$ cat src/hdl/assert_macros.svh
// ----------------------------------------------------------------------------
// Assertion macros
// Shared concurrent assertion forms, clocked on clk, off during reset.
// ----------------------------------------------------------------------------
`ifndef ASSERT_MACROS_SVH
`define ASSERT_MACROS_SVH

// prop must hold at every clock edge out of reset
`define ASSERT_PROP(label, prop, msg) \
	label: assert property (@(posedge clk) disable iff (!arst_n) (prop)) else $error(msg);

// expr must never be true out of reset
`define ASSERT_NEVER(label, expr, msg) \
	label: assert property (@(posedge clk) disable iff (!arst_n) !(expr)) else $error(msg);

`endif

$ cat src/hdl/ckbb_pkg.sv
// ----------------------------------------------------------------------------
// ckbb_pkg
// Types and constants of the color key bounding box block.
// ----------------------------------------------------------------------------
package ckbb_pkg;

	localparam int MAX_DIM    = 1024;
	localparam int COLOR_BITS = 24;
	localparam int DIM_W      = $clog2(MAX_DIM);
	localparam int SIZE_W     = DIM_W + 1;
	localparam int COLOR_W    = 24;
	localparam int CFG_IDX_W  = 2;
	localparam int CFG_DATA_W = 24;

	localparam logic [CFG_IDX_W-1:0] CFG_KEY_COLOR    = 2'd0;
	localparam logic [CFG_IDX_W-1:0] CFG_FRAME_WIDTH  = 2'd1;
	localparam logic [CFG_IDX_W-1:0] CFG_FRAME_HEIGHT = 2'd2;

	localparam logic [COLOR_W-1:0] KEY_COLOR_RST    = 24'hFF00FF;
	localparam logic [SIZE_W-1:0]  FRAME_WIDTH_RST  = SIZE_W'(MAX_DIM);
	localparam logic [SIZE_W-1:0]  FRAME_HEIGHT_RST = SIZE_W'(MAX_DIM);
	localparam logic [DIM_W-1:0]   DIM_MAX          = DIM_W'(MAX_DIM - 1);

	typedef struct packed {
		logic [DIM_W-1:0]   pixel_x;
		logic [DIM_W-1:0]   pixel_y;
		logic [COLOR_W-1:0] pixel_color;
		logic               frame_end;
		logic               image_end;
	} pix_t;

	typedef struct packed {
		logic [SIZE_W-1:0] box_left;
		logic [SIZE_W-1:0] box_top;
		logic [SIZE_W-1:0] box_width;
		logic [SIZE_W-1:0] box_height;
		logic              found_any;
	} box_t;

	typedef struct packed {
		logic [CFG_IDX_W-1:0]  reg_index;
		logic [CFG_DATA_W-1:0] wdata;
	} cfg_t;

endpackage

$ cat src/hdl/ckbb_if.sv
// ----------------------------------------------------------------------------
// ckbb channel interfaces
// Valid/ready channels for pixel words, result words and register writes.
// ----------------------------------------------------------------------------
interface ckbb_pix_if;
	logic          valid;
	logic          ready;
	ckbb_pkg::pix_t data;
	modport source (output valid, output data, input ready);
	modport sink (input valid, input data, output ready);
endinterface

interface ckbb_box_if;
	logic          valid;
	logic          ready;
	ckbb_pkg::box_t data;
	modport source (output valid, output data, input ready);
	modport sink (input valid, input data, output ready);
endinterface

interface ckbb_cfg_if;
	logic          valid;
	logic          ready;
	ckbb_pkg::cfg_t data;
	modport source (output valid, output data, input ready);
	modport sink (input valid, input data, output ready);
endinterface

$ cat src/hdl/color_key_bounding_box_top.sv
// ----------------------------------------------------------------------------
// color_key_bounding_box_top
// Opaque bounding box over a set of color-keyed sprite frames.
// ----------------------------------------------------------------------------
// One pixel word is taken per clock unless a word waits as described below. A
// word enters an input register; from there its box update and frame fold
// run in one pass against the state registers, and an image end loads the
// result register. Pixel words keep flowing while a result waits to be taken;
// only an image-end pixel that finds the result register still full waits in
// the input register. Register writes are taken at any time and are meant for
// an idle block.
`include "assert_macros.svh"

module color_key_bounding_box_top (
	input  logic       clk,
	input  logic       arst_n,
	ckbb_pix_if.sink   pix,
	ckbb_box_if.source res,
	ckbb_cfg_if.sink   cfg
);

	// configuration registers
	logic [ckbb_pkg::COLOR_W-1:0] key_color_q;
	logic [ckbb_pkg::SIZE_W-1:0]  frame_width_q;
	logic [ckbb_pkg::SIZE_W-1:0]  frame_height_q;

	// input stage
	logic           valid_s1;
	ckbb_pkg::pix_t pix_s1;
	logic           fire_s1;

	// frame and running box state
	logic [ckbb_pkg::DIM_W-1:0]  frame_left_q, frame_right_q, frame_top_q, frame_bottom_q;
	logic                        frame_nonempty_q;
	logic [ckbb_pkg::SIZE_W-1:0] total_left_q, total_top_q, total_width_q, total_height_q;
	logic                        total_nonempty_q;

	// result register
	logic           out_valid_q;
	ckbb_pkg::box_t out_q;

	// single pass logic
	logic                        hit;
	logic                        fold;
	logic [ckbb_pkg::DIM_W-1:0]  nl, nr, nt, nb;
	logic                        nne;
	logic [ckbb_pkg::SIZE_W-1:0] fw, fh;
	logic [ckbb_pkg::SIZE_W-1:0] tl, tt, tw, th;
	logic                        tne;
	ckbb_pkg::box_t              result;

	assign cfg.ready = 1'b1;

	always_ff @(posedge clk or negedge arst_n) begin
		if (!arst_n) begin
			key_color_q    <= ckbb_pkg::KEY_COLOR_RST;
			frame_width_q  <= ckbb_pkg::FRAME_WIDTH_RST;
			frame_height_q <= ckbb_pkg::FRAME_HEIGHT_RST;
		end else if (cfg.valid) begin
			case (cfg.data.reg_index)
				ckbb_pkg::CFG_KEY_COLOR: begin
					key_color_q <= cfg.data.wdata[ckbb_pkg::COLOR_W-1:0];
				end
				ckbb_pkg::CFG_FRAME_WIDTH: begin
					frame_width_q <= cfg.data.wdata[ckbb_pkg::SIZE_W-1:0];
				end
				ckbb_pkg::CFG_FRAME_HEIGHT: begin
					frame_height_q <= cfg.data.wdata[ckbb_pkg::SIZE_W-1:0];
				end
				default: begin
				end
			endcase
		end
	end

	assign fire_s1   = valid_s1 && (!pix_s1.image_end || !out_valid_q || res.ready);
	assign pix.ready = !valid_s1 || fire_s1;

	always_ff @(posedge clk or negedge arst_n) begin
		if (!arst_n) begin
			valid_s1 <= 1'b0;
		end else if (pix.ready) begin
			valid_s1 <= pix.valid;
		end
	end

	always_ff @(posedge clk) begin
		if (pix.ready && pix.valid) begin
			pix_s1 <= pix.data;
		end
	end

	always_comb begin
		hit = ({1'b0, pix_s1.pixel_x} < frame_width_q)
			&& ({1'b0, pix_s1.pixel_y} < frame_height_q)
			&& (pix_s1.pixel_color[ckbb_pkg::COLOR_BITS-1:0]
				!= key_color_q[ckbb_pkg::COLOR_BITS-1:0]);
		nl  = (hit && pix_s1.pixel_x < frame_left_q)   ? pix_s1.pixel_x : frame_left_q;
		nr  = (hit && pix_s1.pixel_x > frame_right_q)  ? pix_s1.pixel_x : frame_right_q;
		nt  = (hit && pix_s1.pixel_y < frame_top_q)    ? pix_s1.pixel_y : frame_top_q;
		nb  = (hit && pix_s1.pixel_y > frame_bottom_q) ? pix_s1.pixel_y : frame_bottom_q;
		nne = frame_nonempty_q || hit;
		fw  = {1'b0, nr} - {1'b0, nl} + ckbb_pkg::SIZE_W'(1);
		fh  = {1'b0, nb} - {1'b0, nt} + ckbb_pkg::SIZE_W'(1);
		fold = pix_s1.frame_end || pix_s1.image_end;

		tl  = total_left_q;
		tt  = total_top_q;
		tw  = total_width_q;
		th  = total_height_q;
		tne = total_nonempty_q;
		if (fold && nne) begin
			if (!total_nonempty_q) begin
				tl = {1'b0, nl};
				tt = {1'b0, nt};
				tw = fw;
				th = fh;
			end else begin
				if ({1'b0, nl} < total_left_q) tl = {1'b0, nl};
				if ({1'b0, nt} < total_top_q)  tt = {1'b0, nt};
				if (fw > total_width_q)        tw = fw;
				if (fh > total_height_q)       th = fh;
			end
			tne = 1'b1;
		end

		if (tne) begin
			result = '{box_left: tl, box_top: tt, box_width: tw, box_height: th,
				found_any: 1'b1};
		end else begin
			result = '{box_left: frame_width_q, box_top: frame_height_q,
				box_width: '0, box_height: '0, found_any: 1'b0};
		end
	end

	always_ff @(posedge clk or negedge arst_n) begin
		if (!arst_n) begin
			frame_left_q     <= ckbb_pkg::DIM_MAX;
			frame_right_q    <= '0;
			frame_top_q      <= ckbb_pkg::DIM_MAX;
			frame_bottom_q   <= '0;
			frame_nonempty_q <= 1'b0;
			total_left_q     <= ckbb_pkg::FRAME_WIDTH_RST;
			total_top_q      <= ckbb_pkg::FRAME_HEIGHT_RST;
			total_width_q    <= '0;
			total_height_q   <= '0;
			total_nonempty_q <= 1'b0;
		end else if (fire_s1) begin
			if (fold) begin
				frame_left_q     <= ckbb_pkg::DIM_MAX;
				frame_right_q    <= '0;
				frame_top_q      <= ckbb_pkg::DIM_MAX;
				frame_bottom_q   <= '0;
				frame_nonempty_q <= 1'b0;
			end else begin
				frame_left_q     <= nl;
				frame_right_q    <= nr;
				frame_top_q      <= nt;
				frame_bottom_q   <= nb;
				frame_nonempty_q <= nne;
			end
			if (pix_s1.image_end) begin
				total_left_q     <= frame_width_q;
				total_top_q      <= frame_height_q;
				total_width_q    <= '0;
				total_height_q   <= '0;
				total_nonempty_q <= 1'b0;
			end else begin
				total_left_q     <= tl;
				total_top_q      <= tt;
				total_width_q    <= tw;
				total_height_q   <= th;
				total_nonempty_q <= tne;
			end
		end
	end

	always_ff @(posedge clk or negedge arst_n) begin
		if (!arst_n) begin
			out_valid_q <= 1'b0;
		end else if (fire_s1 && pix_s1.image_end) begin
			out_valid_q <= 1'b1;
		end else if (res.ready) begin
			out_valid_q <= 1'b0;
		end
	end

	always_ff @(posedge clk) begin
		if (fire_s1 && pix_s1.image_end) begin
			out_q <= result;
		end
	end

	assign res.valid = out_valid_q;
	assign res.data  = out_q;

	`ASSERT_PROP(a_found_has_size, out_valid_q && out_q.found_any |-> out_q.box_width != '0 && out_q.box_height != '0, "found box with zero size")
	`ASSERT_PROP(a_empty_no_size, out_valid_q && !out_q.found_any |-> out_q.box_width == '0 && out_q.box_height == '0, "empty result with size")
	`ASSERT_PROP(a_end_loads_result, fire_s1 && pix_s1.image_end |=> out_valid_q, "image end without result")
	`ASSERT_PROP(a_end_clears_state, fire_s1 && pix_s1.image_end |=> !frame_nonempty_q && !total_nonempty_q, "state not cleared at image end")
	`ASSERT_NEVER(a_frame_box_order, frame_nonempty_q && (frame_left_q > frame_right_q || frame_top_q > frame_bottom_q), "frame box inverted")

endmodule
$ cat src/flat_wrapper.sv
// flat-port wrapper written by rule: the top's interface ports become plain ports
module color_key_bounding_box_top_flat 
  (clk, arst_n, pix_valid, pix_data, pix_ready, res_valid, res_data, res_ready, cfg_valid, cfg_data, cfg_ready);
  ckbb_pix_if pix_i ();
  ckbb_box_if res_i ();
  ckbb_cfg_if cfg_i ();
  input  logic clk;
  input  logic arst_n;
  input wire logic [$bits(pix_i.valid)-1:0] pix_valid;
  input wire logic [$bits(pix_i.data)-1:0] pix_data;
  output wire logic [$bits(pix_i.ready)-1:0] pix_ready;
  output wire logic [$bits(res_i.valid)-1:0] res_valid;
  output wire logic [$bits(res_i.data)-1:0] res_data;
  input wire logic [$bits(res_i.ready)-1:0] res_ready;
  input wire logic [$bits(cfg_i.valid)-1:0] cfg_valid;
  input wire logic [$bits(cfg_i.data)-1:0] cfg_data;
  output wire logic [$bits(cfg_i.ready)-1:0] cfg_ready;
  assign pix_i.valid = pix_valid;
  assign pix_i.data = pix_data;
  assign pix_ready = pix_i.ready;
  assign res_valid = res_i.valid;
  assign res_data = res_i.data;
  assign res_i.ready = res_ready;
  assign cfg_i.valid = cfg_valid;
  assign cfg_i.data = cfg_data;
  assign cfg_ready = cfg_i.ready;
  color_key_bounding_box_top u_core (.clk(clk), .arst_n(arst_n), .pix(pix_i), .res(res_i), .cfg(cfg_i));
endmodule
$ cat config.mk
export PLATFORM = sky130hd
export DESIGN_NAME = color_key_bounding_box_top_flat
export DESIGN_NICKNAME = d
export VERILOG_FILES = /design/src/hdl/ckbb_pkg.sv /design/src/hdl/ckbb_if.sv /design/src/hdl/color_key_bounding_box_top.sv /design/src/flat_wrapper.sv
export VERILOG_INCLUDE_DIRS = /design/src /design/src/hdl
export SDC_FILE = /design/constraint.sdc
export NUM_CORES = 1
export LEC_CHECK = 0
export ABC_AREA = 1
export BUFFER_PORTS_ARGS = -buffer_cell sky130_fd_sc_hd__buf_2
export CORE_MARGIN = 2
export CORE_UTILIZATION = 33
export CTS_BUF_LIST = sky130_fd_sc_hd__clkbuf_16
export DETAILED_ROUTE_END_ITERATION = 12
export SLEW_MARGIN = 20
export SYNTH_ARGS = -nofsm -noshare
export SYNTH_HDL_FRONTEND = slang
export SYNTH_SLANG_ARGS = --single-unit
$ cat constraint.sdc
create_clock -name clk -period 6 [get_ports clk]
set_input_delay 0.6 -clock clk [delete_from_list [all_inputs] [get_ports clk]]
set_output_delay 0.6 -clock clk [all_outputs]
set_load 0.02 [all_outputs]
==> results.ini <==
[cells_and_area]
n_antenna_cell=0
design_area_um2=15880
area_occupied_by_multi_input_gates_um2=6231
utilization_pct=39.15
ff_latch_area_um2=6136
nets=1939
total_of_fill_cells_in_the_finished_design=4113
layout-area-overhead-vs-synth_pct=17.73
proportion_of_layout_cells_with_a_drive_suffix_above_1_pct=17.80
post_layout_nonfiller_instances=2285

[power]
switching_power_of_the_nets_mw=2.801
clkPwrFrac_pct=22.8
power.share.sequential_pct=30.7
power.density_nw_per_um2=431.1
power.switching_fraction_pct=40.92
p_comb_share_pct=46.5
p_int_mw=4.044
peakVddDrop_uv=243.9
p_leak_nw=7.907

[sta]
final_period_minus_worst_setup_slack_ps=5613
worst_slew_margin_rel_pct=27.52
max_slew.worst_pin.slew_ps=1087
final_hold_fails=0
share_of_the_clock_period_used_by_the_worst_path_pct=93.56
final-max-slew-violation-count=0
finalSetupViolCount=0
fmax_mhz=178.1
final.hold.worst_slack_ps=65.94
timing.setup.tns_ps=0
worst_clock_skew_ps=7.797

[critical_path]
crit_required_ps=6290
crit_fanout=11
worst_setup_path_end_kind=flop
worst-endpoint-arrival_ps=5910
path_common_cell=sky130_fd_sc_hd__nand2_1
crit_slowest_cell=sky130_fd_sc_hd__or3b_2
critical_path_launch_point_type=flop
crit_path_kind=flop to flop
max_stage_delay_ps=470
reg2reg_slack_ps=390

[route]
detailed_route_via_count=10990
avgViaCountPerCell=4.810
wl_per_cell_um=15.76
drtIter0Drc=540
detail_route.wirelength_um=36020
drc=0
drt_pass1_iterations=5
detail-route-antenna-nets=0

[floorplan]
std_cell_rows=74
ports_placed_on_the_boundary=125
initial_core_util_pct=33.26
core_region_area_um2=40550
dieArea_um2=42500
die_h_um=206.2
die_x_um=206.2

[global_routing]
grt_first_pass_wirelength_um=56870
globalRouteOverflowTotal=0
grt_pass1_vias=10660
pin_count_of_the_biggest_net_entering_global_routing=93
grt_antenna_before_repair=0
grt_usage_pct=16.97

[synth]
share_of_synthesized_area_occupied_by_flip_flops_and_latches_pct=45.50
synth_nets=1790
syn-cell-area_um2=13490
synth-seq-cells=225
synth.distinct_cells=45
edff_count_synth=91
ys_async_sr_fraction_pct=59.56
post_synth.cell_area_avg_um2=8.520
synthFlopType=sky130_fd_sc_hd__dfrtp_1
synth-warning-count=0
synth_cells=1583

[placement]
dpl.hpwl_um=25780
port_buffers=123
dpl.cell_count=2215
post_dp_cell_area_um2=14780
place_congestion=0.8614

[flow_run]
maxCapViolCount=0

[cts]
ctsHtreeMaxLevel=1
clk_transition_reported_paths_ps=60
cts.sinks=225
clockRootBuffer=sky130_fd_sc_hd__clkbuf_16
cts_inserted_buffers=27
cts.path.max_buffers=3
tritoncts=built
clock_latency_ps=570
cts_hold_repair.buffers=0

[worst_hold_path]
hold_class=primary input to asynchronous set/reset pin

[status]
run_status=finished clean

logic make-up (layout without fill, tap and decap cells):
group,after synthesis,after routing,share of synthesized area (%)
AOI/OAI and AO/OA,270,270,11.05
xor gates and xnor gates,28,28,1.818
adders and majority gates,130,130,12.17
buffers and inverters,322,490,9.259
DFF,225,225,45.50
muxes,14,14,1.123
other,1,1,0.02781
and+or+nand+nor,593,595,19.06
final timing paths:
path                                                    start                                   end  cells past startpoint
setup / recovery                  u_core.pix_s1[45]$_DFFE_PP_     u_core.res.data[14]$_SDFFCE_PP0P_                     29
hold / removal                                         arst_n   u_core.frame_width_q[7]$_DFFE_PN0P_                      1
setup reg to reg                  u_core.pix_s1[45]$_DFFE_PP_     u_core.res.data[14]$_SDFFCE_PP0P_                     29
hold reg to reg            u_core.key_color_q[18]$_DFFE_PN1P_    u_core.key_color_q[18]$_DFFE_PN1P_                      2
max in group asynchronous                              arst_n  u_core.frame_bottom_q[4]$_DFFE_PN0P_                      2
min in group clk                                 pix_data[31]           u_core.pix_s1[31]$_DFFE_PP_                      1
stage by stage:
stage	setup slack [ps]	total power [mW]
detailed placement	-34.52	5.164
finish	386.7	6.845
global placement	124.7	5.107
CTS	43.90	6.778
global route	-51.89	7.447
floorplan	668.3	4.327
what timing repair did:
item,4_1_cts,5_1_grt
pin swaps,0,8
gates resized for setup,1,41
setup endpoints to repair,9,42
cloned,0,3
buffers inserted,0,17
layout make-up:
cell class / count / share of cell area (%)
flip-flops and latches: 225 / 38.64
multi-input cells: 1038 / 39.24
inverters: 269 / 6.359
clock buffers: 27 / 4.255
clock inverters: 23 / 1.009
repair buffers: 171 / 6.296
well taps: 532 / 4.192
state kept, by name, indices dropped and copies added (netlist names):
register / flops
u_core.res.valid: 1
u_core.total_nonempty_q: 1
u_core.frame_left_q: 10
u_core.valid_s1: 1
u_core.frame_nonempty_q: 1
u_core.res.data: 45
u_core.total_left_q: 11
u_core.frame_bottom_q: 10
u_core.frame_width_q: 11
u_core.total_top_q: 11
u_core.frame_top_q: 10
u_core.key_color_q: 24
u_core.frame_right_q: 10
u_core.pix_s1: 46
u_core.frame_height_q: 11
u_core.total_height_q: 11
u_core.total_width_q: 11
layout by cell type, fill, tap and decap left out, types with 9 or more instances in the layout:
cell type	instances
sky130_fd_sc_hd__nor2_1	91
sky130_fd_sc_hd__nand3_2	15
sky130_fd_sc_hd__a21oi_1	59
sky130_fd_sc_hd__o21ai_1	23
sky130_fd_sc_hd__nand3_1	79
sky130_fd_sc_hd__xor2_1	24
sky130_fd_sc_hd__dfstp_2	40
sky130_fd_sc_hd__nand2_1	362
sky130_fd_sc_hd__dfrtp_1	94
sky130_fd_sc_hd__buf_2	123
sky130_fd_sc_hd__inv_1	272
sky130_fd_sc_hd__mux2_2	9
sky130_fd_sc_hd__edfxtp_1	91
sky130_fd_sc_hd__clkbuf_16	27
sky130_fd_sc_hd__buf_4	44
sky130_fd_sc_hd__nand4_1	19
sky130_fd_sc_hd__o22ai_1	64
sky130_fd_sc_hd__o21ai_0	98
sky130_fd_sc_hd__ha_1	127
synth_stat cells (9+ instances only):
cell | number | share of area [%]
sky130_fd_sc_hd__a21oi_1 | 60 | 2.2
sky130_fd_sc_hd__buf_2 | 11 | 0.41
sky130_fd_sc_hd__clkbuf_1 | 35 | 0.97
sky130_fd_sc_hd__dfrtp_1 | 94 | 17
sky130_fd_sc_hd__dfstp_2 | 40 | 7.8
sky130_fd_sc_hd__edfxtp_1 | 91 | 20
sky130_fd_sc_hd__ha_1 | 128 | 12
sky130_fd_sc_hd__inv_1 | 266 | 7.4
sky130_fd_sc_hd__mux2_2 | 9 | 0.75
sky130_fd_sc_hd__nand2_1 | 363 | 10
sky130_fd_sc_hd__nand3_1 | 81 | 3.0
sky130_fd_sc_hd__nand3_2 | 13 | 0.96
sky130_fd_sc_hd__nand4_1 | 19 | 0.88
sky130_fd_sc_hd__nor2_1 | 96 | 2.7
sky130_fd_sc_hd__o21ai_0 | 115 | 4.3
sky130_fd_sc_hd__o21ai_1 | 10 | 0.37
sky130_fd_sc_hd__o22ai_1 | 64 | 3.0
sky130_fd_sc_hd__xor2_1 | 24 | 1.6
worst max-delay path: cells and delay by family, from the launching register on:
kind                     cells  cell delay (ps)
AND/OR/NAND/NOR             16             2320
multiplexers                 1              260
flip-flops                   1              450
adder cells (fa/ha/maj)      5             1350
AO/OA/AOI/OAI                3              390
buffers and inverters        3              430
XOR/XNOR                     1              100
power by group through the flow:
| stage | clock network (mW) | logic, mW | registers, mW |
|---|---|---|---|
| 4_1_cts | 1.61 | 3.07 | 2.10 |
| 3_5_place_dp | 0 | 3.04 | 2.12 |
| 2_1_floorplan | 0 | 2.19 | 2.13 |
| 6_report | 1.56 | 3.18 | 2.10 |
| 5_1_grt | 1.67 | 3.64 | 2.13 |
| 3_3_place_gp | 0 | 2.99 | 2.11 |
per-layer routing:
metal  share of wire, %  up-vias  global-route usage (%)
met2                 44      319                   26.67
met5                  0        -                       0
li1                   -     5517                       -
met4                3.0        0                   5.230
met3                7.2       62                   3.500
met1                 46     5093                   23.44
(Power assumes the default switching activity.)
